**src/lob_pkg.sv**
```systemverilog
// Package for the limit order book: command and status codes, sizes and
// shared types. No dependencies.
package lob_pkg;

  localparam int MAX_ORDERS_DEFAULT = 256;

  localparam logic [2:0] CMD_ADD    = 3'd0;
  localparam logic [2:0] CMD_CANCEL = 3'd1;
  localparam logic [2:0] CMD_MODIFY = 3'd2;
  localparam logic [2:0] CMD_POP    = 3'd3;

  localparam logic [2:0] ST_OK        = 3'd0;
  localparam logic [2:0] ST_NOT_FOUND = 3'd1;
  localparam logic [2:0] ST_EMPTY     = 3'd2;
  localparam logic [2:0] ST_FULL      = 3'd3;
  localparam logic [2:0] ST_DUP       = 3'd4;

  typedef struct packed {
    logic [2:0]  cmd;
    logic [31:0] order_id;
    logic        side;
    logic [31:0] price;
    logic [31:0] quantity;
  } lob_in_t;

  typedef struct packed {
    logic [2:0]  status;
    logic [31:0] popped_id;
    logic        popped_side;
    logic [31:0] popped_price;
    logic [31:0] popped_remaining;
    logic        top_bid_valid;
    logic [31:0] top_bid;
    logic        top_ask_valid;
    logic [31:0] top_ask;
    logic [39:0] bid_volume;
    logic [39:0] ask_volume;
  } lob_out_t;

  // Commands from the controller to the datapath.
  typedef struct packed {
    logic load;       // capture the input transaction
    logic scan_start; // clear scan results, start at slot zero
    logic scan_step;  // examine one slot
    logic commit;     // apply the command from the scan results
    logic report;     // capture the result
  } lob_cmd_t;

  // Status from the datapath to the controller.
  typedef struct packed {
    logic scan_last;  // slot being examined is the last one
  } lob_stat_t;

endpackage

```
**src/lob_ctrl.sv**
```systemverilog
// Sequencer for the order book: accept, scan, commit, rescan, report.
// Depends on lob_pkg.
module lob_ctrl import lob_pkg::*; (
  input  logic      clk,
  input  logic      rst,
  input  logic      in_valid,
  output logic      in_ready,
  output logic      out_valid,
  input  logic      out_ready,
  output lob_cmd_t  ctl,
  input  lob_stat_t stat
);
  typedef enum logic [2:0] {
    S_IDLE, S_PRIME1, S_SCAN1, S_COMMIT, S_PRIME2, S_SCAN2, S_REPORT, S_HOLD
  } state_t;
  state_t state;

  // Accept a new transaction while idle, or while the result is taken.
  assign in_ready = (state == S_IDLE) || (state == S_HOLD && out_ready);

  always_comb begin
    ctl            = '0;
    ctl.load       = in_valid && in_ready;
    ctl.scan_start = ctl.load || state == S_COMMIT;
    ctl.scan_step  = state == S_SCAN1 || state == S_SCAN2;
    ctl.commit     = state == S_COMMIT;
    ctl.report     = state == S_REPORT;
  end

  always_ff @(posedge clk) begin
    if (rst) begin
      state     <= S_IDLE;
      out_valid <= 1'b0;
    end else begin
      unique case (state)
        S_IDLE:   if (in_valid) state <= S_PRIME1;
        S_PRIME1: state <= S_SCAN1;
        S_SCAN1:  if (stat.scan_last) state <= S_COMMIT;
        S_COMMIT: state <= S_PRIME2;
        S_PRIME2: state <= S_SCAN2;
        S_SCAN2:  if (stat.scan_last) state <= S_REPORT;
        S_REPORT: begin
          state     <= S_HOLD;
          out_valid <= 1'b1;
        end
        S_HOLD: begin
          if (out_ready) begin
            out_valid <= 1'b0;
            state     <= in_valid ? S_PRIME1 : S_IDLE;
          end
        end
        default: state <= S_IDLE;
      endcase
    end
  end

`ifndef SYNTHESIS
  a_valid_in_hold: assert property (@(posedge clk) disable iff (rst)
    out_valid |-> state == S_HOLD)
    else $error("result shown outside hold");
  a_one_cmd: assert property (@(posedge clk) disable iff (rst)
    !(ctl.commit && ctl.scan_step))
    else $error("commit overlaps scan");
  a_report_then_valid: assert property (@(posedge clk) disable iff (rst)
    ctl.report |=> out_valid)
    else $error("report did not raise valid");
`endif
endmodule
```
**config.mk**
```make
export PLATFORM = sky130hd
export DESIGN_NAME = lob_ctrl
export DESIGN_NICKNAME = d
export VERILOG_FILES = /design/src/lob_pkg.sv /design/src/lob_ctrl.sv
export SDC_FILE = /design/constraint.sdc
export NUM_CORES = 1
export LEC_CHECK = 0
export ABC_AREA = 1
export BUFFER_PORTS_ARGS = -buffer_cell sky130_fd_sc_hd__buf_2
export CAP_MARGIN = 30
export CORE_AREA = 2 2 39 41
export DETAILED_ROUTE_END_ITERATION = 16
export DIE_AREA = 0 0 41 43
export PLACE_DENSITY = 0.52
export SLEW_MARGIN = 25
export SYNTH_ARGS = -nofsm -noshare
export SYNTH_HDL_FRONTEND = slang
export SYNTH_SLANG_ARGS = --single-unit
```
**constraint.sdc**
```tcl
create_clock -name clk -period 1.1 [get_ports clk]
set_input_delay 0 -clock clk [delete_from_list [all_inputs] [get_ports clk]]
set_output_delay 0 -clock clk [all_outputs]
set_load 0.05 [all_outputs]
```
==> impl_metrics.tcl <==
set metrics [dict create \
    outcome "finished with violations" \
    violations "negative setup slack" \
    synth_fp_nets 59 \
    synth_cell_types 18 \
    drtPass1Iterations 3 \
    grt_pass1_wl_um 1630 \
    drv_slew 0 \
    yosysMostFrequentCell "inv_1" \
    post-dp-hpwl_um 714 \
    cts_tree "yes" \
    worst-setup-path-type "reg2out" \
    yosysSeqAreaShare 0.211 \
    rrSetupSlack_ps -70 \
    final_area_um2 742 \
    r2r-end "state[0]" \
    grtUsageTotal 0.144 \
    rsz0062_at_grt "yes" \
    worst_slew_pin_slew_ps 253 \
    cp.required_ps 1100 \
    path_cells "buf_6 -> nor2_4 -> inv_2 -> o21ai_4 -> nand2_4 -> o21ai_4 -> buf_8" \
    gp_congestion 0.801 \
    overflow 0 \
    totalWireLength_um 1070 \
    core_um2 1380 \
    synth_top_area_frac 0.211 \
    cts_buffers 3 \
    drt_iter0_markers 7 \
    worstRegToRegCells 9 \
    drt-vias-per-instance 4.42 \
    port_buffers 11 \
    max-slew-margin-rel 0.832 \
    critPathTopFamily "flip-flops" \
    num_vias 420 \
    crit_fanout 3 \
    hold_ws_ps 203 \
    p_leak_uw 0.000353 \
    crit_path_start_kind "flip-flop" \
    drv_cap 0 \
    setup_slack_ps -216 \
    netlist_area_um2 380 \
    clk_latency_ps 230 \
    first_global_vias 396 \
    crit_cells 7 \
    syn_to_final_growth_pct 95.1 \
    placed_area_um2 549 \
    crit_start "state[0]" \
    endpoint "ctl[3]" \
    wl_per_cell_um 11.2 \
    setup_tns_ps -854 \
    start_util 0.275 \
    yosys-top-cells-area "dfxtp_1 (21%), nand3_2 (13%), buf_6 (8.9%), inv_1 (6.9%), nand2_2 (6.6%)" \
    holdPathStages 6 \
    cts_num_sinks 4 \
    p_per_area_nw_per_um2 2920 \
    end_kind "output port" \
    cts_root_buffer "clkbuf_4" \
    synthFlopType "dfxtp_1" \
    antenna_cells 0 \
    synth_area_leader_cell "dfxtp_1" \
    synth-edff-count 0 \
    final_hold_viol_count 0 \
    finalNetCount 86 \
    grt_max_degree 7 \
    yosys_warnings 0 \
    die_x_um 41 \
    layout-drive-gt1-share 0.772 \
    async_flop_share 0 \
    h-tree-depth 1 \
    post-route-drc-count 0 \
    num_rows 14 \
    place_ws_ps -117 \
    finalPower_uw 2170 \
    clock.fmax_mhz 760 \
    antenna_found_initial 0 \
    netlist_top_cells_count "inv_1 (7), nand2_1 (6), nor2_1 (6)" \
    min_path_type "in2reg" \
    cp.arrival_ps 1320 \
    period_needed_ps 1320 \
    clock_skew_ps 5.42 \
    slowest_stage "dfxtp_4" \
    drtAntennaViolNets 0 \
    critical_path_buf_inv_count 3 \
    die_area_um2 1760 \
    ir_drop_mv 1.29 \
    cpMostUsedCell "o21ai_4" \
    cpPeakStageDelay_ps 340 \
    syn_avg_cell_area_um2 7.04 \
    synth_seq_cells 4 \
    fp.dieH_um 43 \
    clockBufferDepth 2 \
    syn_inst 54 \
    finalCritPeriodShare 1.20 \
    finalSetupViolations 9 \
    clkTransAtPathRegs_ps 40 \
    r2r_start "state[0]" \
    io_pins 12 \
]
## worst reg2reg max path, stage by stage (launching register included)
cell,delay [ps]
dfxtp_4,340
buf_6,110
nor2_4,110
buf_4,120
nand3_2,70
nand2_2,90
inv_2,60
nand3_2,70
nand2_2,50
nor2_2,90
## cell families after synthesis
logic type	synth area share
AO/OA/AOI/OAI	0.0855
buffers and inverters	0.220
flip-flops	0.211
AND/OR/NAND/NOR	0.484
## cell type report
type                    count  area, um^2
multi-input cells          35         309
repair buffers             25         240
clock buffers               3        22.5
flip-flops and latches      4        91.3
inverters                  12        58.8
fillers                   135         642
well taps                  16        20.0
## per-stage QoR
| step | instances | util |
|---|---|---|
| after detailed placement | 88 | 0.397 |
| final | 95 | 0.536 |
| after floorplan | 54 | - |
| after CTS | 94 | 0.495 |
| after global routing | 95 | 0.536 |
| after global placement | 88 | 0.397 |
## sequential cells by signal, indices dropped and copies added, names as in the netlist
| name | cells |
|---|---|
| state | 3 |
| out_valid | 1 |
## worst min path at each step
stage / start / to
floorplan: rst / out_valid
global placement: rst / out_valid
detailed placement: rst / out_valid
CTS: stat / state[0]
global route: stat / state[0]
finish: stat / state[0]
## metal layers
metal,global-route usage,part of all wire,vias to the layer above
met1,0.150,0.40,194
met2,0.247,0.57,8
met4,0.0400,0,0
met3,0.0628,0.030,0
met5,0,0,-
li1,-,-,218
## power breakdown
| group | internal (uW) | leakage (uW) | total, uW | switching (uW) |
|---|---|---|---|---|
| clock network | 122 | 0.0000138 | 180 | 58.4 |
| logic | 705 | 0.000304 | 1700 | 992 |
| registers | 216 | 0.0000348 | 291 | 75.1 |
| total | 1040 | 0.000353 | 2170 | 1130 |
## timing repair
| item | 4_1_cts | 5_1_grt |
|---|---|---|
| hold buffers | 1 | 0 |
| buffers inserted | 2 | 1 |
| hold endpoints to repair | 1 | 0 |
| setup endpoints to repair | 10 | 10 |
| pin swaps | 6 | 8 |
| resized for setup | 26 | 12 |
## cell usage in the layout, fill, tap and decap left out, types with 2 or more instances in the layout
| cell | n |
|---|---|
| a21oi_2 | 2 |
| buf_2 | 6 |
| buf_4 | 7 |
| buf_6 | 6 |
| buf_8 | 4 |
| clkbuf_4 | 3 |
| dfxtp_4 | 3 |
| inv_1 | 5 |
| inv_2 | 3 |
| inv_4 | 2 |
| nand2_1 | 4 |
| nand2_2 | 3 |
| nand2_4 | 4 |
| nand3_2 | 4 |
| nand3_4 | 3 |
| nand4_1 | 3 |
| nor2_1 | 3 |
| nor2_2 | 3 |
| nor2_4 | 3 |
| o21ai_4 | 2 |
No activity file was read; power rests on OpenSTA's default activity.
